<file path="src/tlpf_pkg.sv">
`default_nettype none

package tlpf_pkg;

   // Fixed field widths of the command and result items
   localparam int CMD_W    = 1;
   localparam int PRIO_W   = 2;
   localparam int DATA_W   = 32;
   localparam int CAP_W    = 5;
   localparam int COUNT_W  = 5;
   localparam int STATUS_W = 2;
   localparam int IDX_W    = 2;
   localparam int LEVELS   = 3;

   // Commands
   localparam logic [CMD_W-1:0] CMD_PUT = 1'b0;
   localparam logic [CMD_W-1:0] CMD_GET = 1'b1;

   // Priority levels; code 3 names no queue
   localparam logic [PRIO_W-1:0] LVL_HIGH   = 2'd0;
   localparam logic [PRIO_W-1:0] LVL_MEDIUM = 2'd1;
   localparam logic [PRIO_W-1:0] LVL_LOW    = 2'd2;
   localparam logic [PRIO_W-1:0] LVL_NONE   = 2'd3;

   // Result status codes
   localparam logic [STATUS_W-1:0] ST_DONE  = 2'd0;
   localparam logic [STATUS_W-1:0] ST_FULL  = 2'd1;
   localparam logic [STATUS_W-1:0] ST_EMPTY = 2'd2;

   // Register indexes
   localparam logic [IDX_W-1:0] REG_CAP_HIGH   = 2'd0;
   localparam logic [IDX_W-1:0] REG_CAP_MEDIUM = 2'd1;
   localparam logic [IDX_W-1:0] REG_CAP_LOW    = 2'd2;

   localparam logic [CAP_W-1:0] CAP_RESET = 5'd16;

   // Storage operation from the control block to the queue store
   typedef struct packed {
      logic              put_ok;
      logic              get_ok;
      logic [PRIO_W-1:0] lvl;
   } op_type;

   // Result fields computed in the accept cycle
   typedef struct packed {
      logic [STATUS_W-1:0] status;
      logic [PRIO_W-1:0]   served;
      logic [COUNT_W-1:0]  used_high;
      logic [COUNT_W-1:0]  used_medium;
      logic [COUNT_W-1:0]  used_low;
      logic                all_empty;
   } rsp_info_type;

endpackage

`default_nettype wire

</file>
<file path="src/tlpf_store.sv">
`default_nettype none

module tlpf_store #(
   parameter int DEPTH = 16,
   parameter int WIDTH = 32
) (
   input  wire logic                         clock,
   input  wire tlpf_pkg::op_type             op,
   input  wire logic [$clog2(DEPTH)-1:0]     wr_addr,
   input  wire logic [WIDTH-1:0]             wr_data,
   input  wire logic [$clog2(DEPTH)-1:0]     rd_addr,
   output logic      [WIDTH-1:0]             rd_data
);
   import tlpf_pkg::*;

   logic [WIDTH-1:0]  store_high_ff   [DEPTH];
   logic [WIDTH-1:0]  store_medium_ff [DEPTH];
   logic [WIDTH-1:0]  store_low_ff    [DEPTH];
   logic [WIDTH-1:0]  rd_high_ff;
   logic [WIDTH-1:0]  rd_medium_ff;
   logic [WIDTH-1:0]  rd_low_ff;
   logic [PRIO_W-1:0] rd_lvl_ff;

   // one write port per queue
   always_ff @(posedge clock) begin
      if (op.put_ok) begin
         case (op.lvl)
            LVL_HIGH:   store_high_ff[wr_addr]   <= wr_data;
            LVL_MEDIUM: store_medium_ff[wr_addr] <= wr_data;
            LVL_LOW:    store_low_ff[wr_addr]    <= wr_data;
            default: ;
         endcase
      end
   end

   // registered read, one port per queue
   always_ff @(posedge clock) begin
      if (op.get_ok) begin
         rd_lvl_ff <= op.lvl;
         case (op.lvl)
            LVL_HIGH:   rd_high_ff   <= store_high_ff[rd_addr];
            LVL_MEDIUM: rd_medium_ff <= store_medium_ff[rd_addr];
            LVL_LOW:    rd_low_ff    <= store_low_ff[rd_addr];
            default: ;
         endcase
      end
   end

   always_comb begin
      case (rd_lvl_ff)
         LVL_HIGH:   rd_data = rd_high_ff;
         LVL_MEDIUM: rd_data = rd_medium_ff;
         default:    rd_data = rd_low_ff;
      endcase
   end

endmodule

`default_nettype wire

</file>
<file path="src/tlpf_ctrl.sv">
`default_nettype none

module tlpf_ctrl #(
   parameter int DEPTH = 16
) (
   input  wire logic                                clock,
   input  wire logic                                reset,
   input  wire logic                                accept,
   input  wire logic [tlpf_pkg::CMD_W-1:0]          cmd,
   input  wire logic [tlpf_pkg::PRIO_W-1:0]         prio,
   input  wire logic                                csr_we,
   input  wire logic [tlpf_pkg::IDX_W-1:0]          csr_index,
   input  wire logic [tlpf_pkg::CAP_W-1:0]          csr_wdata,
   output tlpf_pkg::op_type                         op,
   output logic      [$clog2(DEPTH)-1:0]            wr_addr,
   output logic      [$clog2(DEPTH)-1:0]            rd_addr,
   output tlpf_pkg::rsp_info_type                   info
);
   import tlpf_pkg::*;

   localparam int PTR_W = $clog2(DEPTH);
   localparam int CMP_W = (PTR_W + 1 > CAP_W) ? PTR_W + 1 : CAP_W;

   logic [CAP_W-1:0]   cap_ff   [LEVELS];
   logic [PTR_W-1:0]   wptr_ff  [LEVELS];
   logic [PTR_W-1:0]   wptr_in  [LEVELS];
   logic [PTR_W-1:0]   rptr_ff  [LEVELS];
   logic [PTR_W-1:0]   rptr_in  [LEVELS];
   logic [COUNT_W-1:0] count_ff [LEVELS];
   logic [COUNT_W-1:0] count_in [LEVELS];
   logic [CAP_W-1:0]   eff_cap  [LEVELS];
   logic [PRIO_W-1:0]  get_lvl;
   logic               any_held;
   logic               csr_hit;

   function automatic logic [PTR_W-1:0] advance(input logic [PTR_W-1:0] ptr,
                                                input logic [CAP_W-1:0] cap);
      logic [CMP_W-1:0] nxt;
      nxt = CMP_W'(ptr) + CMP_W'(1);
      return (nxt >= CMP_W'(cap)) ? '0 : PTR_W'(nxt);
   endfunction

   // zero acts as one, anything above the storage depth is clamped
   always_comb begin
      for (int i = 0; i < LEVELS; i++) begin
         if (cap_ff[i] == '0) begin
            eff_cap[i] = CAP_W'(1);
         end else if (32'(cap_ff[i]) > DEPTH) begin
            eff_cap[i] = CAP_W'(DEPTH);
         end else begin
            eff_cap[i] = cap_ff[i];
         end
      end
   end

   // fixed priority pick for a get
   always_comb begin
      any_held = 1'b1;
      if (count_ff[LVL_HIGH] != '0) begin
         get_lvl = LVL_HIGH;
      end else if (count_ff[LVL_MEDIUM] != '0) begin
         get_lvl = LVL_MEDIUM;
      end else if (count_ff[LVL_LOW] != '0) begin
         get_lvl = LVL_LOW;
      end else begin
         get_lvl  = LVL_NONE;
         any_held = 1'b0;
      end
   end

   always_comb begin
      op          = '0;
      info        = '0;
      wr_addr     = wptr_ff[LVL_HIGH];
      rd_addr     = rptr_ff[LVL_HIGH];
      wptr_in     = wptr_ff;
      rptr_in     = rptr_ff;
      count_in    = count_ff;
      info.status = ST_DONE;
      info.served = LVL_HIGH;
      if (accept) begin
         if (cmd == CMD_PUT) begin
            if (prio == LVL_NONE) begin
               info.status = ST_FULL;
            end else begin
               info.served = prio;
               if (count_ff[prio] >= eff_cap[prio]) begin
                  info.status = ST_FULL;
               end else begin
                  op.put_ok       = 1'b1;
                  op.lvl          = prio;
                  wr_addr         = wptr_ff[prio];
                  wptr_in[prio]   = advance(wptr_ff[prio], eff_cap[prio]);
                  count_in[prio]  = count_ff[prio] + COUNT_W'(1);
               end
            end
         end else begin
            if (!any_held) begin
               info.status = ST_EMPTY;
            end else begin
               op.get_ok         = 1'b1;
               op.lvl            = get_lvl;
               info.served       = get_lvl;
               rd_addr           = rptr_ff[get_lvl];
               rptr_in[get_lvl]  = advance(rptr_ff[get_lvl], eff_cap[get_lvl]);
               count_in[get_lvl] = count_ff[get_lvl] - COUNT_W'(1);
            end
         end
      end
      info.used_high   = count_in[LVL_HIGH];
      info.used_medium = count_in[LVL_MEDIUM];
      info.used_low    = count_in[LVL_LOW];
      info.all_empty   = (count_in[LVL_HIGH] == '0) && (count_in[LVL_MEDIUM] == '0) &&
                         (count_in[LVL_LOW] == '0);
   end

   assign csr_hit = csr_we && (csr_index inside {REG_CAP_HIGH, REG_CAP_MEDIUM, REG_CAP_LOW});

   // a capacity write flushes its queue
   always_ff @(posedge clock) begin
      if (reset) begin
         for (int i = 0; i < LEVELS; i++) begin
            cap_ff[i]   <= CAP_RESET;
            wptr_ff[i]  <= '0;
            rptr_ff[i]  <= '0;
            count_ff[i] <= '0;
         end
      end else begin
         wptr_ff  <= wptr_in;
         rptr_ff  <= rptr_in;
         count_ff <= count_in;
         if (csr_hit) begin
            cap_ff[csr_index]   <= csr_wdata;
            wptr_ff[csr_index]  <= '0;
            rptr_ff[csr_index]  <= '0;
            count_ff[csr_index] <= '0;
         end
      end
   end

   a_count_in_cap: assert property (@(posedge clock) disable iff (reset)
      (count_ff[LVL_HIGH] <= eff_cap[LVL_HIGH]) &&
      (count_ff[LVL_MEDIUM] <= eff_cap[LVL_MEDIUM]) &&
      (count_ff[LVL_LOW] <= eff_cap[LVL_LOW]))
      else $error("fill count above capacity");

   a_get_order: assert property (@(posedge clock) disable iff (reset)
      op.get_ok && op.lvl != LVL_HIGH |-> count_ff[LVL_HIGH] == '0)
      else $error("lower queue served while high queue holds items");

   a_put_count: assert property (@(posedge clock) disable iff (reset)
      op.put_ok && op.lvl == LVL_HIGH && !csr_we |=>
         count_ff[LVL_HIGH] == $past(count_ff[LVL_HIGH]) + COUNT_W'(1))
      else $error("high fill count did not follow put");

endmodule

`default_nettype wire

</file>
<file path="src/three_level_priority_fifo.sv">
// Channel   Ports                                   Handshake
// command   req_cmd, req_prio, req_payload          start high and busy low at clock edge
// result    rsp_status, rsp_data_out, rsp_served_prio,
//           rsp_used_high/medium/low, rsp_all_empty rsp_strobe high for one cycle
// config    csr_index, csr_wdata                    csr_we high at clock edge
//
// One item per cycle; busy is never raised. The result of an item accepted at
// one edge is on the rsp_ ports for the following cycle, set by the
// registered read of the queue store. Synchronous active-high reset empties all
// queues and sets every capacity to 16. The receiver cannot stall: each result
// is taken in the one cycle it is shown.
`default_nettype none

module three_level_priority_fifo #(
   parameter int QUEUE_DEPTH  = 16,
   parameter int PAYLOAD_BITS = 32
) (
   input  wire logic                                clock,
   input  wire logic                                reset,
   // command
   input  wire logic                                start,
   output logic                                     busy,
   input  wire logic [tlpf_pkg::CMD_W-1:0]          req_cmd,
   input  wire logic [tlpf_pkg::PRIO_W-1:0]         req_prio,
   input  wire logic [tlpf_pkg::DATA_W-1:0]         req_payload,
   // result
   output logic                                     rsp_strobe,
   output logic      [tlpf_pkg::STATUS_W-1:0]       rsp_status,
   output logic      [tlpf_pkg::DATA_W-1:0]         rsp_data_out,
   output logic      [tlpf_pkg::PRIO_W-1:0]         rsp_served_prio,
   output logic      [tlpf_pkg::COUNT_W-1:0]        rsp_used_high,
   output logic      [tlpf_pkg::COUNT_W-1:0]        rsp_used_medium,
   output logic      [tlpf_pkg::COUNT_W-1:0]        rsp_used_low,
   output logic                                     rsp_all_empty,
   // configuration
   input  wire logic                                csr_we,
   input  wire logic [tlpf_pkg::IDX_W-1:0]          csr_index,
   input  wire logic [tlpf_pkg::CAP_W-1:0]          csr_wdata
);
   import tlpf_pkg::*;

   localparam int PTR_W = $clog2(QUEUE_DEPTH);

   logic                 accept;
   op_type               op;
   rsp_info_type         info;
   logic [PTR_W-1:0]     wr_addr;
   logic [PTR_W-1:0]     rd_addr;
   logic [63:0]          payload_wide;
   logic [PAYLOAD_BITS-1:0] wr_data;
   logic [PAYLOAD_BITS-1:0] rd_data;
   logic [63:0]          rd_wide;

   logic                 rsp_strobe_ff;
   rsp_info_type         rsp_info_ff;
   logic                 get_ok_ff;

   // all work fits in the accept cycle, so commands are always taken
   assign busy   = 1'b0;
   assign accept = start && !busy;

   // upper payload bits beyond the stored width are dropped
   assign payload_wide = 64'(req_payload);
   assign wr_data      = payload_wide[PAYLOAD_BITS-1:0];

   tlpf_ctrl #(
      .DEPTH (QUEUE_DEPTH)
   ) u_ctrl (
      .clock     (clock),
      .reset     (reset),
      .accept    (accept),
      .cmd       (req_cmd),
      .prio      (req_prio),
      .csr_we    (csr_we),
      .csr_index (csr_index),
      .csr_wdata (csr_wdata),
      .op        (op),
      .wr_addr   (wr_addr),
      .rd_addr   (rd_addr),
      .info      (info)
   );

   tlpf_store #(
      .DEPTH (QUEUE_DEPTH),
      .WIDTH (PAYLOAD_BITS)
   ) u_store (
      .clock   (clock),
      .op      (op),
      .wr_addr (wr_addr),
      .wr_data (wr_data),
      .rd_addr (rd_addr),
      .rd_data (rd_data)
   );

   // result register; the read data register sits in the store
   always_ff @(posedge clock) begin
      if (reset) begin
         rsp_strobe_ff <= 1'b0;
      end else begin
         rsp_strobe_ff <= accept;
      end
   end

   always_ff @(posedge clock) begin
      if (accept) begin
         rsp_info_ff <= info;
         get_ok_ff   <= op.get_ok;
      end
   end

   assign rd_wide = 64'(rd_data);

   assign rsp_strobe      = rsp_strobe_ff;
   assign rsp_status      = rsp_info_ff.status;
   assign rsp_data_out    = get_ok_ff ? rd_wide[DATA_W-1:0] : '0;
   assign rsp_served_prio = rsp_info_ff.served;
   assign rsp_used_high   = rsp_info_ff.used_high;
   assign rsp_used_medium = rsp_info_ff.used_medium;
   assign rsp_used_low    = rsp_info_ff.used_low;
   assign rsp_all_empty   = rsp_info_ff.all_empty;

   a_strobe_follows_start: assert property (@(posedge clock) disable iff (reset)
      rsp_strobe |-> $past(start))
      else $error("result without a command");

   a_data_zero_on_fail: assert property (@(posedge clock) disable iff (reset)
      rsp_strobe && rsp_status != ST_DONE |-> rsp_data_out == '0)
      else $error("data on a failed command");

   a_empty_get: assert property (@(posedge clock) disable iff (reset)
      rsp_strobe && rsp_status == ST_EMPTY |-> rsp_all_empty && rsp_served_prio == LVL_HIGH)
      else $error("empty status while queues hold items");

endmodule

`default_nettype wire
</file>
<file path="config.mk">
export PLATFORM = sky130hd
export DESIGN_NAME = three_level_priority_fifo
export DESIGN_NICKNAME = d
export VERILOG_FILES = /design/src/tlpf_pkg.sv /design/src/tlpf_store.sv /design/src/tlpf_ctrl.sv /design/src/three_level_priority_fifo.sv
export SDC_FILE = /design/constraint.sdc
export NUM_CORES = 2
export LEC_CHECK = 0
export BUFFER_PORTS_ARGS = -buffer_cell sky130_fd_sc_hd__clkbuf_2
export CAP_MARGIN = 25
export CORE_MARGIN = 5
export CORE_UTILIZATION = 45
export CTS_CLUSTER_SIZE = 28
export DETAILED_ROUTE_END_ITERATION = 12
export HOLD_SLACK_MARGIN = 0.12
export PLACE_DENSITY = 0.67
export SLEW_MARGIN = 20
export SYNTH_ARGS = -nofsm -noshare
export SYNTH_HDL_FRONTEND = slang
export SYNTH_SLANG_ARGS = --single-unit
</file>
<file path="constraint.sdc">
create_clock -name clock -period 7.2 [get_ports clock]
set_input_delay 0.36 -clock clock [delete_from_list [all_inputs] [get_ports clock]]
set_output_delay 0.36 -clock clock [all_outputs]
set_load 0.02 [all_outputs]
</file>
[Word-level counts from Yosys, hierarchy flattened]
Memories as Yosys holds them, arrays and structs flattened. A register that Yosys moved wholly into a read port is not among the register bits.
Cells that the tools add are included.
Storage, ports and cells
  memories: 4
  word-level logic and storage cells: 179
  bits in writable memories: 1551
  flip-flop bits (word level): 63
  output and inout port bits: 54
Memories
  u_store.store_high_ff: words 16, bits a word 32, rd ports 1, clocked after memory_dff 1, write ports 1, line tlpf_store.sv:16  | logic [WIDTH-1:0] store_high_ff [DEPTH];
  u_store.store_low_ff: words 16, bits a word 32, rd ports 1, clocked after memory_dff 1, write ports 1, line tlpf_store.sv:18  | logic [WIDTH-1:0] store_low_ff [DEPTH];
  u_store.store_medium_ff: words 16, bits a word 32, rd ports 1, clocked after memory_dff 1, write ports 1, line tlpf_store.sv:17  | logic [WIDTH-1:0] store_medium_ff [DEPTH];
  u_ctrl.cap_ff: words 3, bits a word 5, rd ports 3, clocked after memory_dff 0, write ports 3, line tlpf_ctrl.sv:24  | logic [CAP_W-1:0] cap_ff [LEVELS];
Operators by class
  $lt $le $gt $ge: 12
  multiplexer cells: 104
  add/sub/neg operators: 4
  bitwise logic cells: 8
  reduce and logical (&&, ||, !) cells: 23
  equality and inequality tests: 6
Operator list (count)
  $mux W12: 9
  $mux W15: 6
  $mux W5: 18
  $mux W4: 18
  $pmux W32 S2: 1
  $bmux W5 S2: 4
  $mux W32: 1
  $bwmux W15: 2
  $demux W5 S2: 3
  $logic_not A5 Y1: 6
  $mux W1: 25
  $and A12 B12 Y12: 2
  $bwmux W12: 2
  $demux W4 S2: 3
  $mux W2: 9
  $bmux W4 S2: 2
  $and A15 B15 Y15: 1
  $ge A5 B5 Y1: 3
  $gt A5 B5 Y1 const B: 3
  $not A15 Y15: 1
  $reduce_bool A5 Y1: 3
  $not A12 Y12: 1
  $add A4 B1 Y5 const B: 2
  $ge A3 B3 Y1 const B: 3
  12 further kinds: 29

[Depth between registers and ports, before layout]
  depth in word-level cells: 17
  mapped depth: 17
  mapped depth without buffers: 16

[Hierarchy]
A second synthesis with hierarchy kept.
Unflattened totals
  cells, all modules: 3173
  area total of the unflattened synthesis: 66171.0 um^2
Modules (own cells, without submodules)
  tlpf_store: seq. area each 49067.1 um^2, area an instance 61285.0 um^2, cells an instance 2630, instances 1
  tlpf_ctrl: seq. area each 1231.2 um^2, area an instance 3962.6 um^2, cells an instance 483, instances 1
  three_level_priority_fifo: seq. area each 650.6 um^2, area an instance 923.4 um^2, cells an instance 60, instances 1

[Worst setup path after synthesis]
No wires, ideal clock.
  kind: input to register
  start point: input req_prio[0] (netlist bit)
  end point: memory u_store.store_high_ff[0][0], enable pin
  stages: 16
  library setup time: 421 ps
  data arrival time: 5006 ps
  slack: 1773 ps
  cells stage by stage: buf_2 > buf_1 > buf_1 > o32a_1 > nor2_1 > a31oi_1 > ha_1 > a21boi_0 > a32oi_2 > a31o_1 > buf_4 > nand2_1 > a21oi_2 > mux2i_1 > nand4_1 > nor2_1
On the way
  longest elaborated chain between the ends: 13
  elaborated cells on any way between the ends: 27
RTL lines
  start: declaration: line three_level_priority_fifo.sv:24  | input wire logic [tlpf_pkg::PRIO_W-1:0] req_prio,
  $not A2 Y3 (not written as such): line tlpf_ctrl.sv:87, tlpf_ctrl.sv:92
  $bmux W5 S2: line tlpf_ctrl.sv:87  | if (count_ff[prio] >= eff_cap[prio]) begin
  $mux W5 (not written as such) (2 in a row): line tlpf_ctrl.sv:87
  $ge A5 B5 Y1: line tlpf_ctrl.sv:87
  $mux W2: line tlpf_ctrl.sv:87
  $mux W2: line tlpf_ctrl.sv:83  | if (prio == LVL_NONE) begin
  $mux W2: line tlpf_ctrl.sv:82  | if (cmd == CMD_PUT) begin
  $mux W4: line tlpf_ctrl.sv:81  | if (accept) begin
  $logic_not A2 Y1: line tlpf_store.sv:27  | case (op.lvl)
  $mux W1: line tlpf_store.sv:27
  $mux W1: line tlpf_store.sv:26  | if (op.put_ok) begin
  $mux W1 (not written as such): line tlpf_store.sv:28  | LVL_HIGH: store_high_ff[wr_addr] <= wr_data;
  end: declaration: line tlpf_store.sv:16
Several ways; a longest one is shown, not always the timed one. The select of a mux whose other input is x is not followed.

==> report_table.html <==
<table>
<tr><th>Metric</th><th>Value</th></tr>
<tr><th colspan="2">Critical path</th></tr>
<tr><td>Capture point of the worst reg-to-reg path</td><td>u_store.store_high_ff[7][30]</td></tr>
<tr><td>Setup slack of the worst register-to-register path</td><td>1.58 ns</td></tr>
<tr><td>Buf+Inv Stages, Crit Path</td><td>2</td></tr>
<tr><td>Crit path capture type</td><td>flip-flop</td></tr>
<tr><td>CP Launch Point</td><td>u_ctrl.cap_ff[2][1]</td></tr>
<tr><td>CP peak stage delay</td><td>0.62 ns</td></tr>
<tr><td>Crit path kind</td><td>flip-flop to flip-flop</td></tr>
<tr><td>Crit-path slowest cell</td><td>sky130_fd_sc_hd__mux2i_1</td></tr>
<tr><td>Logic depth of the worst path, buffers included</td><td>16</td></tr>
<tr><td>Data arrival time at the worst-slack endpoint</td><td>6.04 ns</td></tr>
<tr><td>Cell depth of the worst flop-to-flop path</td><td>16</td></tr>
<tr><td>Crit path to</td><td>u_store.store_high_ff[7][30]</td></tr>
<tr><td>Worst Path Required</td><td>7.61 ns</td></tr>
<tr><td>Launch instance of the worst register-to-register path</td><td>u_ctrl.cap_ff[2][1]</td></tr>
<tr><td>Crit path cell chain</td><td>nor3_1 &gt; nor2_1 &gt; nor2_1 &gt; mux2i_1 &gt; o32ai_1 &gt; ha_1 &gt; inv_1 &gt; o2111ai_1 &gt; a32oi_2 &gt; a31o_1 &gt; nand2_1 &gt; a21oi_2 &gt; mux2i_1 &gt; nand4_1 &gt; nor2_4 &gt; buf_4</td></tr>
<tr><td>Family of cells with the greatest summed delay on the critical path</td><td>compound AO/OA/AOI/OAI gates</td></tr>
<tr><td>Crit path launch type</td><td>flip-flop</td></tr>
<tr><td>Largest fanout on the critical path</td><td>32</td></tr>
<tr><th colspan="2">STA</th></tr>
<tr><td>RSZ-0062 raised after global routing</td><td>false</td></tr>
<tr><td>Post-route setup TNS</td><td>0 ns</td></tr>
<tr><td>Worst-Margin Slew</td><td>1.03 ns</td></tr>
<tr><td>Period Utilization, post-route</td><td>78.1%</td></tr>
<tr><td>Post-layout min period</td><td>5.62 ns</td></tr>
<tr><td>F_max</td><td>0.178 GHz</td></tr>
<tr><td>Final Skew</td><td>a little under 0.04 ns</td></tr>
<tr><td>Number of pins with negative max-slew slack in the final report</td><td>0</td></tr>
<tr><td>Worst Setup Slack, final</td><td>1.58 ns</td></tr>
<tr><td>Final Hold Violating Endpoints</td><td>0</td></tr>
<tr><td>Normalized max-slew margin</td><td>a little under a third</td></tr>
<tr><td>Final setup fails</td><td>0</td></tr>
<tr><th colspan="2">Placed design</th></tr>
<tr><td>DPL Wire Length</td><td>103 mm</td></tr>
<tr><td>Area post-placement</td><td>about 72000 um2</td></tr>
<tr><td>Global placement routability congestion</td><td>between 0.9 and 1</td></tr>
<tr><td>Port Buffer Count</td><td>98</td></tr>
<tr><td>Worst Setup Slack post-DPL</td><td>1.12 ns</td></tr>
<tr><th colspan="2">Detailed routing</th></tr>
<tr><td>Drt pass-1 iters</td><td>6</td></tr>
<tr><td>1st-iter DRT viols</td><td>5743</td></tr>
<tr><td>WL/cell</td><td>between 20 and 30 um</td></tr>
<tr><td>Total number of vias</td><td>41855</td></tr>
<tr><td>Total wire length</td><td>185 mm</td></tr>
<tr><td>Final ANT Viol Nets</td><td>0</td></tr>
<tr><td>Post-route DRC</td><td>0</td></tr>
<tr><td>Routed via count divided by cell count</td><td>5.86</td></tr>
<tr><th colspan="2">Die</th></tr>
<tr><td>Horizontal extent of the die</td><td>400 um</td></tr>
<tr><td>Number of primary I/O pins</td><td>100</td></tr>
<tr><td>Die height</td><td>400 um</td></tr>
<tr><td>Area enclosed by the die boundary</td><td>160000 um2</td></tr>
<tr><td>Site row count</td><td>143</td></tr>
<tr><td>Initial Util</td><td>45.2%</td></tr>
<tr><td>Core Region</td><td>between 150000 and 200000 um2</td></tr>
<tr><th colspan="2">Synth</th></tr>
<tr><td>Total of flip-flops plus latches after synthesis</td><td>1710</td></tr>
<tr><td>Most frequently used flop master after synthesis</td><td>sky130_fd_sc_hd__edfxtp_1</td></tr>
<tr><td>Cell accounting for the most synthesized area</td><td>sky130_fd_sc_hd__edfxtp_1</td></tr>
<tr><td>Total of warnings raised by yosys</td><td>0</td></tr>
<tr><td>Cell area after synthesis</td><td>68600 um2</td></tr>
<tr><td>Synthesized netlist cell count</td><td>4861</td></tr>
<tr><td>Share of flip-flops with an asynchronous set or reset after synthesis</td><td>0%</td></tr>
<tr><td>Top cells by area, synth</td><td>sky130_fd_sc_hd__edfxtp_1 (73%), sky130_fd_sc_hd__nand2_1 (6.8%), sky130_fd_sc_hd__mux2i_1 (4.9%)</td></tr>
<tr><td>Total nets after synthesis</td><td>~5000</td></tr>
<tr><td>Synth unique cells</td><td>78</td></tr>
<tr><td>Mapped Avg Cell Area</td><td>around 14 um2</td></tr>
<tr><td>Register area share after synthesis</td><td>approximately three quarters</td></tr>
<tr><td>Portion of synthesized cell area occupied by the leading cell type</td><td>73.1%</td></tr>
<tr><td>Count of flip-flops with a built-in enable after synthesis</td><td>1670</td></tr>
<tr><th colspan="2">Min path</th></tr>
<tr><td>Worst hold path startpoint</td><td>req_payload[14]</td></tr>
<tr><td>Worst hold path type</td><td>primary input to flip-flop</td></tr>
<tr><th colspan="2">Finish</th></tr>
<tr><td>Layout filler cell count</td><td>12642</td></tr>
<tr><td>Area added between synthesis and finish</td><td>13.1%</td></tr>
<tr><td>Antenna diodes</td><td>0</td></tr>
<tr><td>Fraction of layout cells with a size suffix above 1</td><td>10.8%</td></tr>
<tr><td>Final design area excluding fillers</td><td>77600 um2</td></tr>
<tr><td>Leading cell types in the layout, fill and taps excluded</td><td>sky130_fd_sc_hd__edfxtp_1 (1670), sky130_fd_sc_hd__nand2_1 (1246), sky130_fd_sc_hd__mux2i_1 (335), sky130_fd_sc_hd__nand3_1 (212), sky130_fd_sc_hd__a31oi_1 (198)</td></tr>
<tr><td>Layout net count</td><td>5035</td></tr>
<tr><td>Leading cell type in the layout, fill and taps excluded</td><td>sky130_fd_sc_hd__edfxtp_1</td></tr>
<tr><th colspan="2">GRT</th></tr>
<tr><td>Largest net degree at the start of global routing</td><td>~190</td></tr>
<tr><td>Sum of overflow across all layers after global routing</td><td>0</td></tr>
<tr><td>First-pass GRT wire length</td><td>269 mm</td></tr>
<tr><td>Antenna violations before repair</td><td>15</td></tr>
<tr><td>Via count of the first global-routing pass</td><td>39676</td></tr>
<tr><td>Global routing usage summed across all routing layers</td><td>22.3%</td></tr>
<tr><th colspan="2">Clocking</th></tr>
<tr><td>Clock tree sinks</td><td>1710</td></tr>
<tr><td>CTS tree</td><td>yes</td></tr>
<tr><td>Cell chosen for the clock root</td><td>sky130_fd_sc_hd__clkbuf_16</td></tr>
<tr><td>Inserted Clock Buffers</td><td>172</td></tr>
<tr><td>Setup Buffers After CTS</td><td>0</td></tr>
<tr><td>Clock input transition at the sequential cells of the worst setup and hold paths</td><td>0.06 ns</td></tr>
<tr><td>Count of cells resized by post-cts repair</td><td>0</td></tr>
<tr><td>Number of buffers on the longest clock path</td><td>3</td></tr>
<tr><td>Insertion delay of the later-clocked pin in the worst-skew pair</td><td>0.80 ns</td></tr>
<tr><td>Level count of the clock H-tree</td><td>4</td></tr>
<tr><th colspan="2">Power and ir drop</th></tr>
<tr><td>Areal power density over the cells</td><td>289 nW/um2</td></tr>
<tr><td>Static Leakage</td><td>26.5 nW</td></tr>
<tr><td>Worst-case vdd ir drop</td><td>0.226 mV</td></tr>
<tr><th colspan="2">Flow run</th></tr>
<tr><td>Maximum capacitance violations</td><td>0</td></tr>
<tr><th colspan="2">Status</th></tr>
<tr><td>Status</td><td>completed</td></tr>
</table>
metal layers:
metal | share of wire (%) | track usage, %
met3 | 10 | 4.20
met2 | 44 | 33.3
met1 | 43 | 33.5
met4 | 2.9 | 6.76
met5 | 0.028 | 0
what timing repair did:
item                       in CTS  in global routing
setup endpoints to repair       0                  0
hold endpoints to repair       38                  0
hold buffers                   15                  0
cells in the mapped netlist (5+ instances only):
cell	instances
sky130_fd_sc_hd__mux2i_1	335
sky130_fd_sc_hd__inv_1	25
sky130_fd_sc_hd__buf_1	24
sky130_fd_sc_hd__a32o_1	96
sky130_fd_sc_hd__o21ai_0	54
sky130_fd_sc_hd__nor3_1	16
sky130_fd_sc_hd__buf_6	6
sky130_fd_sc_hd__nor4_1	6
sky130_fd_sc_hd__nor2_1	100
sky130_fd_sc_hd__mux2_2	5
sky130_fd_sc_hd__nand2b_1	11
sky130_fd_sc_hd__a31oi_1	198
sky130_fd_sc_hd__clkbuf_1	170
sky130_fd_sc_hd__o2bb2ai_1	5
sky130_fd_sc_hd__ha_1	15
sky130_fd_sc_hd__nand2_1	1246
sky130_fd_sc_hd__buf_2	103
sky130_fd_sc_hd__and2_1	49
sky130_fd_sc_hd__a221o_1	101
sky130_fd_sc_hd__nand3_1	213
sky130_fd_sc_hd__and3_1	195
sky130_fd_sc_hd__nor2b_1	11
sky130_fd_sc_hd__a31o_2	5
sky130_fd_sc_hd__edfxtp_1	1670
sky130_fd_sc_hd__a21oi_1	49
sky130_fd_sc_hd__nand4_1	19
sky130_fd_sc_hd__dfxtp_1	40
sky130_fd_sc_hd__o22ai_1	5
sky130_fd_sc_hd__xor2_1	7
state kept, by name, indices dropped and copies added (netlist names), 5 cells and up:
register / count
rsp_used_medium: 5
rsp_used_high: 5
u_ctrl.wptr_ff: 12
u_store.rd_low_ff: 32
u_ctrl.rptr_ff: 12
u_store.store_medium_ff: 512
u_store.store_high_ff: 512
u_store.rd_high_ff: 32
u_ctrl.cap_ff: 15
u_store.rd_medium_ff: 32
u_ctrl.count_ff: 15
u_store.store_low_ff: 512
rsp_used_low: 5
power by group:
part | leakage [nW] | total, W | switching, W | internal [W]
Combinational | 8.48 | 0.00261 | 0.00177 | 0.000843
Clock | 2.66 | 0.00874 | 0.00379 | 0.00495
Sequential | 15.4 | 0.0111 | 0.0000573 | 0.0111
layout make-up:
cell class                      instances  area [um2]  share of cell area (%)
Clock buffer                          220        4530                    5.83
Inverter                               26        97.6                   0.126
Multi-Input combinational cell       2818       16700                    21.5
Clock inverter                         94         960                    1.24
Tap cell                             2030        2540                    3.27
Sequential cell                      1710       50900                    65.6
Timing Repair Buffer                  246        1890                    2.43
worst min-delay path by stage:
stage | slack (ns) | end | cells after the start
2_1_floorplan | 0.43 | rsp_strobe | 1
3_5_place_dp | 0.45 | u_ctrl.wptr_ff[1] | 2
3_3_place_gp | 0.44 | u_ctrl.wptr_ff[5] | 2
5_1_grt | 0.20 | u_store.store_medium_ff[9][14] | 2
6_report | 0.19 | u_store.store_medium_ff[10][14] | 2
4_1_cts | 0.15 | u_store.store_low_ff[0][29] | 2
cell families (layout without fill, tap and decap cells):
kind of cell / Yosys count / after routing / synth area share, %
simple gates: 1890 / 1890 / 12.0
xor+xnor: 11 / 11 / 0.140
buf+inv: 333 / 586 / 2.10
compound gates: 558 / 558 / 6.20
mux: 341 / 341 / 4.99
flops: 1710 / 1710 / 74.3
other cells: 1 / 1 / 0.00547
fa+ha+maj: 17 / 17 / 0.303
per-stage QoR:
step	total power [W]	util (%)	hold slack (ns)	cells
after floorplan	0.0129	-	0.427	4861
after global placement	0.0139	47.4	0.442	6811
after detailed placement	0.0139	47.4	0.446	6812
after CTS	0.0226	51.1	0.146	7141
after global routing	0.0232	51.2	0.201	7144
final	0.0225	51.2	0.193	7144
Note: power is estimated with default switching activity, not from simulation.
